File: src/sv/lcdspc_pkg.sv
package lcdspc_pkg;

    // Mask depth modes; the unused code 3 falls back to eight-bit codes.
    localparam logic [1:0] DEPTH_8BIT = 2'd0;
    localparam logic [1:0] DEPTH_4BIT = 2'd1;
    localparam logic [1:0] DEPTH_2BIT = 2'd2;

    // Configuration register indexes.
    localparam logic CFG_DEPTH_MODE       = 1'b0;
    localparam logic CFG_TRANSPARENT_CODE = 1'b1;

    // Reset values of the configuration registers.
    localparam logic [1:0] DEPTH_MODE_RESET       = DEPTH_8BIT;
    localparam logic [7:0] TRANSPARENT_CODE_RESET = 8'hFF;

    // A two-bit code of zero multiplies as this value.
    localparam logic [7:0] ZERO_CODE_SUBST = 8'd39;

    // RGB565 channel positions.
    localparam int RED_LSB   = 11;
    localparam int GREEN_LSB = 5;

    // Live configuration seen by the shading logic.
    typedef struct packed {
        logic [1:0] depth_mode;
        logic [7:0] transparent_code;
    } cfg_t;

    // One input pixel as it sits in the input register.
    typedef struct packed {
        logic [15:0] source_pixel;
        logic        segment_on;
        logic [1:0]  sub_position;
        logic [7:0]  mask_byte;
    } pix_in_t;

    // One result pixel.
    typedef struct packed {
        logic        write_enable;
        logic [15:0] pixel_out;
    } pix_out_t;

endpackage

File: src/sv/lcdspc_shade.sv
module lcdspc_shade
    import lcdspc_pkg::*;
(
    input  cfg_t     cfg,
    input  pix_in_t  pix_in,
    output pix_out_t pix_out
);

    logic [1:0]  code2;
    logic [3:0]  code4;
    logic [7:0]  code;
    logic [7:0]  mult;
    logic        hit;
    logic [12:0] red_prod;
    logic [13:0] green_prod;
    logic [12:0] blue_prod;

    // Expand the mask code to eight bits according to the depth mode.
    always_comb
    begin
        code2 = 2'(pix_in.mask_byte >> {pix_in.sub_position, 1'b0});
        code4 = pix_in.sub_position[0] ? pix_in.mask_byte[3:0] : pix_in.mask_byte[7:4];
        unique case (cfg.depth_mode)
            DEPTH_2BIT: code = {code2, code2, code2, code2};
            DEPTH_4BIT: code = {code4, code4};
            default:    code = pix_in.mask_byte;
        endcase
    end

    // The transparency test uses the expanded code; the zero substitution comes after.
    assign hit  = pix_in.segment_on && (code != cfg.transparent_code);
    assign mult = ((cfg.depth_mode == DEPTH_2BIT) && (code == 8'd0)) ? ZERO_CODE_SUBST : code;

    // Scale each channel by the code and drop the low eight bits.
    assign red_prod   = 13'(pix_in.source_pixel[15:RED_LSB]) * 13'(mult);
    assign green_prod = 14'(pix_in.source_pixel[RED_LSB-1:GREEN_LSB]) * 14'(mult);
    assign blue_prod  = 13'(pix_in.source_pixel[GREEN_LSB-1:0]) * 13'(mult);

    // A pixel that is not written carries zero data.
    always_comb
    begin
        pix_out.write_enable = hit;
        if (hit)
        begin
            pix_out.pixel_out = {red_prod[12:8], green_prod[13:8], blue_prod[12:8]};
        end
        else
        begin
            pix_out.pixel_out = 16'd0;
        end
    end

endmodule

File: src/sv/lcd_segment_pixel_compositor_top.sv
// Path: an accepted input beat is held in the input register and its result in the
// result register. Throughput: one pixel per cycle while m_tready does not stall the
// output; each register holds one beat, the three channel multipliers between them.
// Reset: rst_n is asynchronous and active low; it empties both stages and sets
// depth_mode to eight-bit codes and transparent_code to 255.
module lcd_segment_pixel_compositor_top
    import lcdspc_pkg::*;
(
    input  logic        clk,
    input  logic        rst_n,

    // Configuration write port.
    input  logic        cfg_we,
    input  logic        cfg_addr,
    input  logic [7:0]  cfg_wdata,

    // Input pixel stream.
    input  logic        s_tvalid,
    output logic        s_tready,
    input  logic [31:0] s_tdata,   // mask_byte[7:0], sub_position[9:8], segment_on[10],
                                   // source_pixel[26:11], zero[31:27]

    // Result pixel stream.
    output logic        m_tvalid,
    input  logic        m_tready,
    output logic [15:0] m_tdata,   // pixel_out[15:0]
    output logic        m_tuser    // write_enable[0]
);

    cfg_t     cfg_reg;
    logic     in_valid_reg;
    pix_in_t  in_reg;
    logic     out_valid_reg;
    pix_out_t out_reg;
    pix_out_t shade_out;
    logic     in_ready;
    logic     out_ready;

    // Configuration registers.
    always_ff @(posedge clk or negedge rst_n)
    begin
        if (!rst_n)
        begin
            cfg_reg.depth_mode       <= DEPTH_MODE_RESET;
            cfg_reg.transparent_code <= TRANSPARENT_CODE_RESET;
        end
        else if (cfg_we)
        begin
            unique case (cfg_addr)
                CFG_DEPTH_MODE:       cfg_reg.depth_mode       <= cfg_wdata[1:0];
                CFG_TRANSPARENT_CODE: cfg_reg.transparent_code <= cfg_wdata;
                default:              cfg_reg.transparent_code <= cfg_wdata;
            endcase
        end
    end

    // Each stage moves when it is empty or its contents move on.
    assign out_ready = !out_valid_reg || m_tready;
    assign in_ready  = !in_valid_reg || out_ready;
    assign s_tready  = in_ready;

    // Input register stage.
    always_ff @(posedge clk or negedge rst_n)
    begin
        if (!rst_n)
        begin
            in_valid_reg <= 1'b0;
        end
        else if (in_ready)
        begin
            in_valid_reg <= s_tvalid;
        end
    end

    always_ff @(posedge clk)
    begin
        if (in_ready && s_tvalid)
        begin
            in_reg <= pix_in_t'(s_tdata[26:0]);
        end
    end

    lcdspc_shade u_shade (
        .cfg     (cfg_reg),
        .pix_in  (in_reg),
        .pix_out (shade_out)
    );

    // Result register stage.
    always_ff @(posedge clk or negedge rst_n)
    begin
        if (!rst_n)
        begin
            out_valid_reg <= 1'b0;
        end
        else if (out_ready)
        begin
            out_valid_reg <= in_valid_reg;
        end
    end

    always_ff @(posedge clk)
    begin
        if (out_ready && in_valid_reg)
        begin
            out_reg <= shade_out;
        end
    end

    assign m_tvalid = out_valid_reg;
    assign m_tdata  = out_reg.pixel_out;
    assign m_tuser  = out_reg.write_enable;

endmodule

File: config.mk
export PLATFORM = sky130hd
export DESIGN_NAME = lcd_segment_pixel_compositor_top
export DESIGN_NICKNAME = d
export VERILOG_FILES = /design/src/sv/lcdspc_pkg.sv /design/src/sv/lcdspc_shade.sv /design/src/sv/lcd_segment_pixel_compositor_top.sv
export SDC_FILE = /design/constraint.sdc
export NUM_CORES = 1
export LEC_CHECK = 0
export BUFFER_PORTS_ARGS = -buffer_cell sky130_fd_sc_hd__buf_2
export CAP_MARGIN = 20
export CORE_MARGIN = 3
export CORE_UTILIZATION = 60
export CTS_CLUSTER_SIZE = 24
export DETAILED_ROUTE_END_ITERATION = 10
export PLACE_DENSITY_LB_ADDON = 0.25
export SYNTH_ARGS = -nofsm -noshare
export SYNTH_HDL_FRONTEND = slang
export SYNTH_SLANG_ARGS = --single-unit
File: constraint.sdc
create_clock -name clk -period 10.55 [get_ports clk]
set_input_delay 0.5275 -clock clk [delete_from_list [all_inputs] [get_ports clk]]
set_output_delay 0.5275 -clock clk [all_outputs]
set_load 0.005 [all_outputs]
==> results of run 1 <==
## cell usage in the layout, fill, tap and decap left out, types with 3 or more instances in the layout
master	instances
sky130_fd_sc_hd__buf_4	3
sky130_fd_sc_hd__a21o_1	4
sky130_fd_sc_hd__dfstp_2	8
sky130_fd_sc_hd__xor2_1	4
sky130_fd_sc_hd__edfxtp_1	44
sky130_fd_sc_hd__and3_1	10
sky130_fd_sc_hd__dfrtp_1	4
sky130_fd_sc_hd__nand4_1	3
sky130_fd_sc_hd__ha_1	59
sky130_fd_sc_hd__clkbuf_8	5
sky130_fd_sc_hd__nand2_1	56
sky130_fd_sc_hd__nor2b_1	10
sky130_fd_sc_hd__and2_1	67
sky130_fd_sc_hd__a211oi_1	4
sky130_fd_sc_hd__nor2_1	13
sky130_fd_sc_hd__xnor2_1	11
sky130_fd_sc_hd__nand3_1	19
sky130_fd_sc_hd__inv_1	85
sky130_fd_sc_hd__nor3_1	5
sky130_fd_sc_hd__a21oi_1	18
sky130_fd_sc_hd__o21ai_0	10
sky130_fd_sc_hd__a31o_2	4
sky130_fd_sc_hd__fa_1	58
sky130_fd_sc_hd__buf_2	59
sky130_fd_sc_hd__nand2b_1	7
sky130_fd_sc_hd__mux2_2	12
sky130_fd_sc_hd__and2b_1	7
## metal layers
layer | up-vias | wire length, um | GRT usage
met4 | 0 | 184 | 0.0560
met3 | 16 | 438 | 0.0279
met1 | 2029 | 4700 | 0.266
met2 | 101 | 5770 | 0.401
met5 | - | 0 | 0
li1 | 1997 | - | -
## path summary, 6_finish.rpt
check                                   from  cells after the start          to  slack (ns)
worst min-delay path                   rst_n                      1  cfg_reg[8]        0.05
min in group clk                  s_tdata[5]                      1   in_reg[5]        0.38
worst max-delay path              cfg_reg[8]                     23  m_tdata[9]        4.05
worst min register to register  in_valid_reg                      1    m_tvalid        0.50
max in group asynchronous              rst_n                      1  cfg_reg[3]       10.24
worst max register to register    cfg_reg[8]                     23  m_tdata[9]        4.05
## cell type report
cell class	count	area [um2]
clock buffers	5	68.8
clock inverters	3	25.0
fillers	753	2990
inverters	85	319
multi-input cells	414	3770
flip-flops and latches	56	1630
well taps	129	161
repair buffers	62	318
## logic make-up (layout without fill, tap and decap cells)
family / after synthesis / count (layout) / synth area share
compound gates: 62 / 62 / 0.0805
xor+xnor: 15 / 15 / 0.0228
fa+ha+maj: 117 / 117 / 0.329
buf+inv: 95 / 155 / 0.0633
flops: 56 / 56 / 0.283
mux: 14 / 14 / 0.0291
simple gates: 206 / 206 / 0.192
## report_power, final
group / internal (W) / switching (W) / total (W)
sequential: 0.000285 / 0.0000199 / 0.000305
clock: 0.0000491 / 0.0000778 / 0.000127
combinational: 0.000335 / 0.000443 / 0.000778
total: 0.000670 / 0.000541 / 0.00121
## metrics by stage
stage,total power [W],cells,utilization,hold slack (ns)
after global routing,0.00136,754,0.678,0.0468
final,0.00121,754,0.678,0.0538
after detailed placement,0.00109,746,0.668,0.409
after global placement,0.00105,746,0.668,0.402
after CTS,0.00123,754,0.678,0.0507
after floorplan,0.000913,565,-,0.232
## worst max-delay path: cells and delay by family, from the launching register on
family	cells	cell delay (ns)
fa+ha+maj	5	2.24
compound gates	10	1.63
simple gates	4	1.54
buf+inv	4	0.42
flops	1	0.38
==> summary.md, run 1 <==
| Metric | Value |
|---|---|
| Status | finished clean |
| Global-route total usage across every layer | 0.216 |
| Final hold violation count | 0 |
| Mapped cell area | 5770 um2 |
| Overall routed net length | 11,100 um |
| Static Leakage | 3.07 nW |
| Type of destination of the critical path | flop |
| Vias per cell | 5.49 |
| Routed len/inst | 14.7 um |
| Arrival time at the worst endpoint | 6.54 ns |
| Chip Height | 104 um |
| Maximum vdd drop | 0.0955 mV |
| Global route overflow | 0 |
| Prevailing post-synth register cell | sky130_fd_sc_hd__edfxtp_1 |
| Final std cell area, no fill | 6290 um2 |
| Largest register FFs | 27 |
| Top cell type's share of synthesized area | 0.229 |
| Cell breakdown of the critical path | inv_1, ha_1, nor2b_1, a222oi_1, o21ai_1, buf_4, or2_2, nand3_1, and2_1, fa_1, inv_1, fa_1, fa_1, inv_1, ha_1, a21oi_1, o21ai_0, a21oi_1, o21ba_2, o41ai_4, a21o_1, a211oi_1, a2111oi_2 |
| Number of synthesis warnings | 0 |
| Time the final worst path needs with I/O delays and setup | 6.50 ns |
| Number of buffers created by CTS | 5 |
| Worst hold path type | in -> async |
| Dpl cell area | 6200 um2 |
| Die Area | 10,800 um2 |
| First-pass iteration count of the detailed router | 4 |
| Total number of placement rows | 35 |
| Worst slew margin relative to its limit | 0.427 |
| Least setup slack across all paths after layout | 4.05 ns |
| Maximum buffer depth of the clock tree | 2 |
| Post-route setup TNS | 0 ns |
| Synth top area cells | sky130_fd_sc_hd__edfxtp_1, sky130_fd_sc_hd__fa_1, sky130_fd_sc_hd__ha_1, sky130_fd_sc_hd__and2_1, sky130_fd_sc_hd__inv_1 |
| Setup skew after layout | 0.00543 ns |
| Number of enable flip-flop cells after synthesis | 44 |
| Cell types with the highest counts after synthesis | sky130_fd_sc_hd__inv_1, sky130_fd_sc_hd__and2_1, sky130_fd_sc_hd__ha_1, sky130_fd_sc_hd__fa_1, sky130_fd_sc_hd__nand2_1 |
| PortBufs | 59 |
| Maxcap violations | 0 |
| Final setup viols | 0 |
| Count of nets after finishing | 787 |
| Clock Sinks | 56 |
| Post-CTS Hold Fix Bufs | 0 |
| DRC Markers | 0 |
| Count of mapped cells out of synthesis | 565 |
| Floorplan core area | 9280 um2 |
| Clock tree from TritonCTS | built |
| Count of cells resized by post-cts repair | 0 |
| Sequential cell area fraction in the yosys report | 0.283 |
| Highest attainable clock frequency | 154 MHz |
| Number of buffers inserted by post-CTS setup repair | 0 |
| Maximum cell stage delay along the critical path | 0.55 ns |
| HPWL reported at the end of detailed placement | 8620 um |
| Tightest Pin Transition | 0.859 ns |
| Initial antenna violation count | 0 |
| DR iter-0 viols | 155 |
| Post-synthesis async set-or-reset flop share | 0.214 |
| Overall die width | 104 um |
| Setup CP Type | reg -> reg |
| Dpl ws | 4.09 ns |
| Total vias in the final route | 4,143 |
| Count of H-tree levels built during CTS | 2 |
| Area Growth Syn to Fin | 9.13% |
| Insertion delay to the later sink of the worst-skew pair | 0.32 ns |
| Top fanout value on the critical path | 19 |
| Unrepaired setup endpoints after global routing | false |
| Cell Pwr Density | 192 nW/um2 |
| Fraction of layout instances using a drive strength above 1 | 0.165 |
| Post-DRT Antenna Nets | 0 |
| Vias in the first global route | 4,297 |
| CTS clk-pin slew, worst paths | 0.11 ns |
| Number of primary I/O pins | 65 |
| Final RePlAce weighted congestion | 0.919 |
| Largest net degree at the start of global routing | 28 |
| CP Launch Type | flop |
| Seq cells post-synth | 56 |
| Synth cell types | 54 |
| Starting utilization of the core area | 0.621 |
| Final period utilization | 0.616 |
| Syn avg cell area | 10.2 um2 |
| Clock Root Buffer | sky130_fd_sc_hd__clkbuf_8 |
| Post-synthesis net count | 728 |
| Dominant cell by count in the synthesized netlist | sky130_fd_sc_hd__inv_1 |
| Cell accounting for the most synthesized area | sky130_fd_sc_hd__edfxtp_1 |
| Critical-path cell with the highest stage delay | sky130_fd_sc_hd__fa_1 |
| Global-route wire length before repair | 19,400 um |
| Final max-slew violation count | 0 |
| Required time worst endpoint | 10.59 ns |
| Number of diodes | 0 |
Power figures use the tool's default switching activity.
==> inputs of run 2 (changes only) <==
--- a/config.mk
+++ b/config.mk
@@ -5,10 +5,11 @@
 export SDC_FILE = /design/constraint.sdc
 export NUM_CORES = 1
 export LEC_CHECK = 0
+export ABC_AREA = 1
 export BUFFER_PORTS_ARGS = -buffer_cell sky130_fd_sc_hd__buf_2
 export CAP_MARGIN = 20
 export CORE_MARGIN = 3
-export CORE_UTILIZATION = 60
+export CORE_UTILIZATION = 55
 export CTS_CLUSTER_SIZE = 24
 export DETAILED_ROUTE_END_ITERATION = 10
 export PLACE_DENSITY_LB_ADDON = 0.25
==> constraint.sdc (replaced) <==
create_clock -name clk -period 5.2 [get_ports clk]
set_input_delay 0.26 -clock clk [delete_from_list [all_inputs] [get_ports clk]]
set_output_delay 0.26 -clock clk [all_outputs]
set_load 0.005 [all_outputs]
==> summary.md, run 2 <==
| Metric | Value |
|---|---|
| Cells after DPL | 914 (+23%) |
| Critical path startpoint | cfg_reg[9] |
| Cell family with the largest share of critical-path delay | adder cells |
| Initial antenna violation count | 0 (unchanged) |
| Die Area | 12,000 um2 (+11%) |
| Cell types with the highest counts after synthesis | sky130_fd_sc_hd__nand2_1, sky130_fd_sc_hd__inv_1, sky130_fd_sc_hd__nor2_1, sky130_fd_sc_hd__ha_1, sky130_fd_sc_hd__fa_1 |
| Clock tree from TritonCTS | built |
| Setup skew after layout | 0.0111 ns (+0.00562 ns) |
| Cell Pwr Density | 564 nW/um2 (+190%) |
| Starting utilization of the core area | 0.569 (-0.0523) |
| Time the final worst path needs with I/O delays and setup | 4.97 ns (-1.53 ns) |
| Internal Power | 0.00187 W (+180%) |
| Required time worst endpoint | 5.29 ns (-5.30 ns) |
| Final period utilization | 0.956 (+0.340) |
| PortBufs | 59 (unchanged) |
| Mapped cell area | 5900 um2 (+2.3%) |
| Worst hold start | s_tdata[25] |
| Final hold violation count | 0 (unchanged) |
| Top fanout value on the critical path | 7 (-12) |
| Floorplan core area | 10,400 um2 (+12%) |
| Number of diodes | 0 (unchanged) |
| CP Launch Type | flop |
| HPWL reported at the end of detailed placement | 10,200 um (+18%) |
| Final RePlAce weighted congestion | 0.951 (+3.5%) |
| Clock Root Buffer | sky130_fd_sc_hd__clkbuf_8 |
| Static Leakage | 3.51 nW (+14%) |
| CTS clk-pin slew, worst paths | 0.12 ns (about the same) |
| Number of buffers created by CTS | 5 (unchanged) |
| Highest attainable clock frequency | 201 MHz (+31%) |
| Status | finished clean |
| Part of the power in combinational logic | 0.765 (+0.122) |
| Total vias in the final route | 4,881 (+18%) |
| Worst hold path type | in -> reg |
| Final max-slew violation count | 0 (unchanged) |
| Switching power as a share of total power | 0.514 (+0.0675) |
| Global route overflow | 0 (unchanged) |
| Count of nets after finishing | 955 (+21%) |
| Type of destination of the critical path | flop |
| Tightest Pin Transition | 0.741 ns (-0.118 ns) |
| Maximum buffer depth of the clock tree | 2 (unchanged) |
| Maximum vdd drop | 0.300 mV (+210%) |
| Clock Sinks | 56 (unchanged) |
| Area Growth Syn to Fin | 15.4% |
| Largest register FFs | 27 (unchanged) |
| First-pass iteration count of the detailed router | 5 (+1) |
| Least setup slack across all paths after layout | 0.231 ns (-3.82 ns) |
| Fraction of layout instances using a drive strength above 1 | 0.207 (+0.0420) |
| Vias per cell | 5.25 (-4.4%) |
| DR iter-0 viols | 246 (+59%) |
| DRC Markers | 0 (unchanged) |
| Sequential cell area fraction in the yosys report | 0.277 (-0.00636) |
| Chip Height | 110 um (+5.3%) |
| Post-route setup TNS | 0 ns (unchanged) |
| Global-route total usage across every layer | 0.221 (+0.00478) |
| Reg2Reg Setup Slack | 0.23 ns (-3.82 ns) |
| Top cell type's share of synthesized area | 0.224 (-0.00515) |
| Largest net degree at the start of global routing | 28 (unchanged) |
| Leading cell types in the layout, fill and taps excluded | sky130_fd_sc_hd__nand2_1, sky130_fd_sc_hd__inv_1, sky130_fd_sc_hd__nor2_1 |
| Final cell count without fillers | 929 (+23%) |
| Count of H-tree levels built during CTS | 2 (unchanged) |
| Number of primary I/O pins | 65 (unchanged) |
| Dominant cell by count in the synthesized netlist | sky130_fd_sc_hd__nand2_1 |
| Syn avg cell area | 8.33 um2 (-18%) |
| Seq cells post-synth | 56 (unchanged) |
| Maximum cell stage delay along the critical path | 0.54 ns (about the same) |
| Fill count | 857 (+14%) |
| Overall routed net length | 12,900 um (+16%) |
| Maxcap violations | 0 (unchanged) |
| Setup CP Type | reg -> reg |
| Overall die width | 110 um (+5.3%) |
| Routed len/inst | 13.8 um (-6.0%) |
| Post-synthesis async set-or-reset flop share | 0.214 (unchanged) |
| Count of mapped cells out of synthesis | 708 (+25%) |
| Clock power frac | 0.068 (-0.037) |
| Post-synthesis net count | 871 (+20%) |
| Insertion delay to the later sink of the worst-skew pair | 0.32 ns (about the same) |
| Number of buffer and inverter instances along the worst setup path | 5 (+1) |
| Worst slew margin relative to its limit | 0.506 (+0.0788) |
| Most common cell after layout, fill and taps aside | sky130_fd_sc_hd__nand2_1 |
| Storage element area | 1630 um2 (unchanged) |
| Synth top area cells | sky130_fd_sc_hd__edfxtp_1, sky130_fd_sc_hd__fa_1, sky130_fd_sc_hd__ha_1, sky130_fd_sc_hd__nand2_1, sky130_fd_sc_hd__inv_1 |
| Cell accounting for the most synthesized area | sky130_fd_sc_hd__edfxtp_1 |
| Dpl ws | 0.101 ns (-3.99 ns) |
| Area occupied by multi-input gates | 3890 um2 (+3.3%) |
| Number of enable flip-flop cells after synthesis | 44 (unchanged) |
| Net switching component of the power | 0.00198 W (+270%) |
| Register share of total power | 0.167 (-0.085) |
| Post-DRT Antenna Nets | 0 (unchanged) |
| Hold slack final | 0.102 ns (+0.0477 ns) |
| Critical-path cell with the highest stage delay | sky130_fd_sc_hd__fa_1 |
| Global-route wire length before repair | 21,200 um (+9.1%) |
| Total number of placement rows | 37 (+5.7%) |
| Synth cell types | 40 (-26%) |
| Worst r2r src | cfg_reg[9] |
| Arrival time at the worst endpoint | 5.06 ns (-1.48 ns) |
| Prevailing post-synth register cell | sky130_fd_sc_hd__edfxtp_1 |
| Number of synthesis warnings | 0 (unchanged) |
| Final setup viols | 0 (unchanged) |
| Vias in the first global route | 4,855 (+13%) |
[run 2: cell count changes after synthesis, moves of 5 or more]
cell / previous run / this run
sky130_fd_sc_hd__nand2_1: 56 / 145
sky130_fd_sc_hd__a21oi_1: 18 / 32
sky130_fd_sc_hd__xnor2_1: 11 / 3
sky130_fd_sc_hd__and2_1: 67 / 0
sky130_fd_sc_hd__and2b_1: 7 / 0
sky130_fd_sc_hd__inv_1: 85 / 133
sky130_fd_sc_hd__nand2_2: 0 / 5
sky130_fd_sc_hd__mux2_2: 12 / 6
sky130_fd_sc_hd__nor2b_1: 10 / 0
sky130_fd_sc_hd__nor2_1: 13 / 115
sky130_fd_sc_hd__and3_1: 10 / 0
sky130_fd_sc_hd__o21ai_0: 10 / 15
sky130_fd_sc_hd__nand2b_1: 7 / 0
[run 2: layout make-up]
type / instances / share of cell area
clock buffers: 5 / 0.0101
clock inverters: 3 / 0.00367
inverters: 137 / 0.0759
multi-input cells: 509 / 0.572
flip-flops and latches: 56 / 0.240
well taps: 136 / 0.0250
repair buffers: 83 / 0.0742
[run 2: routing by layer]
layer / wire length (um) / global-route usage / vias up
met3: 519 / 0.0299 / 28
li1: - / - / 2386
met4: 336 / 0.0623 / 0
met2: 6510 / 0.388 / 128
met1: 5490 / 0.287 / 2339
met5: 0 / 0 / -
[run 2: per-stage QoR]
stage                     total power, W  cell area, um2  utilization
after floorplan                  0.00264            5900            -
after global placement           0.00320            6470        0.624
after detailed placement         0.00331            6470        0.624
after CTS                        0.00358            6580        0.634
after global routing             0.00433            6810        0.657
final                            0.00384            6810        0.657
[run 2: what timing repair did]
item                                    4_1_cts  5_1_grt
hold buffers                                  1        0
endpoints found under the setup margin        0       12
buffers inserted                              0        4
endpoints found under the hold margin         4        0
gates resized for setup                       0       39
[run 2: cells by family (layout without fill, tap and decap cells)]
logic type      count (synthesis)  after routing  synth area share
flops                          56             56             0.277
xor+xnor                        6              6           0.00891
buf+inv                       143            228            0.0918
compound gates                 72             72            0.0725
simple gates                  308            308             0.217
fa+ha+maj                     117            117             0.322
mux                             6              6            0.0114
[run 2: path summary, 6_finish.rpt]
check,to,cells after the start
max in group asynchronous,cfg_reg[2],2
min in group asynchronous,m_tvalid,2
max reg2reg,m_tdata[14],26
min reg2reg,m_tvalid,2
min,in_reg[25],1
max,m_tdata[14],26
[run 2: power groups by stage]
| stage | Sequential [W] | Combinational [W] | Clock [W] |
|---|---|---|---|
| 4_1_cts | 0.000642 | 0.00267 | 0.000270 |
| 3_5_place_dp | 0.000652 | 0.00266 | 0 |
| 2_1_floorplan | 0.000653 | 0.00198 | 0 |
| 5_1_grt | 0.000651 | 0.00339 | 0.000287 |
| 6_report | 0.000641 | 0.00294 | 0.000261 |
| 3_3_place_gp | 0.000651 | 0.00255 | 0 |
[run 2: worst register-to-register path, cell delays in order, from the launching register on]
cell and delay, ns:
sky130_fd_sc_hd__dfrtp_1 0.44, sky130_fd_sc_hd__ha_4 0.29, sky130_fd_sc_hd__inv_2 0.06, sky130_fd_sc_hd__or2_2 0.28
sky130_fd_sc_hd__nand2_2 0.09, sky130_fd_sc_hd__nand3_1 0.08, sky130_fd_sc_hd__nor2_2 0.15, sky130_fd_sc_hd__nand2_4 0.08
sky130_fd_sc_hd__nand2_1 0.09, sky130_fd_sc_hd__inv_1 0.09, sky130_fd_sc_hd__nor2_2 0.15, sky130_fd_sc_hd__fa_1 0.43
sky130_fd_sc_hd__fa_1 0.54, sky130_fd_sc_hd__inv_1 0.06, sky130_fd_sc_hd__fa_1 0.53, sky130_fd_sc_hd__inv_1 0.06
sky130_fd_sc_hd__ha_4 0.26, sky130_fd_sc_hd__a21oi_4 0.16, sky130_fd_sc_hd__inv_2 0.06, sky130_fd_sc_hd__nor2_2 0.10
sky130_fd_sc_hd__a211oi_2 0.05, sky130_fd_sc_hd__a211oi_2 0.24, sky130_fd_sc_hd__o21ai_1 0.12, sky130_fd_sc_hd__a21oi_2 0.15
sky130_fd_sc_hd__nand3_1 0.08, sky130_fd_sc_hd__nand2_1 0.06, sky130_fd_sc_hd__nor2_1 0.05
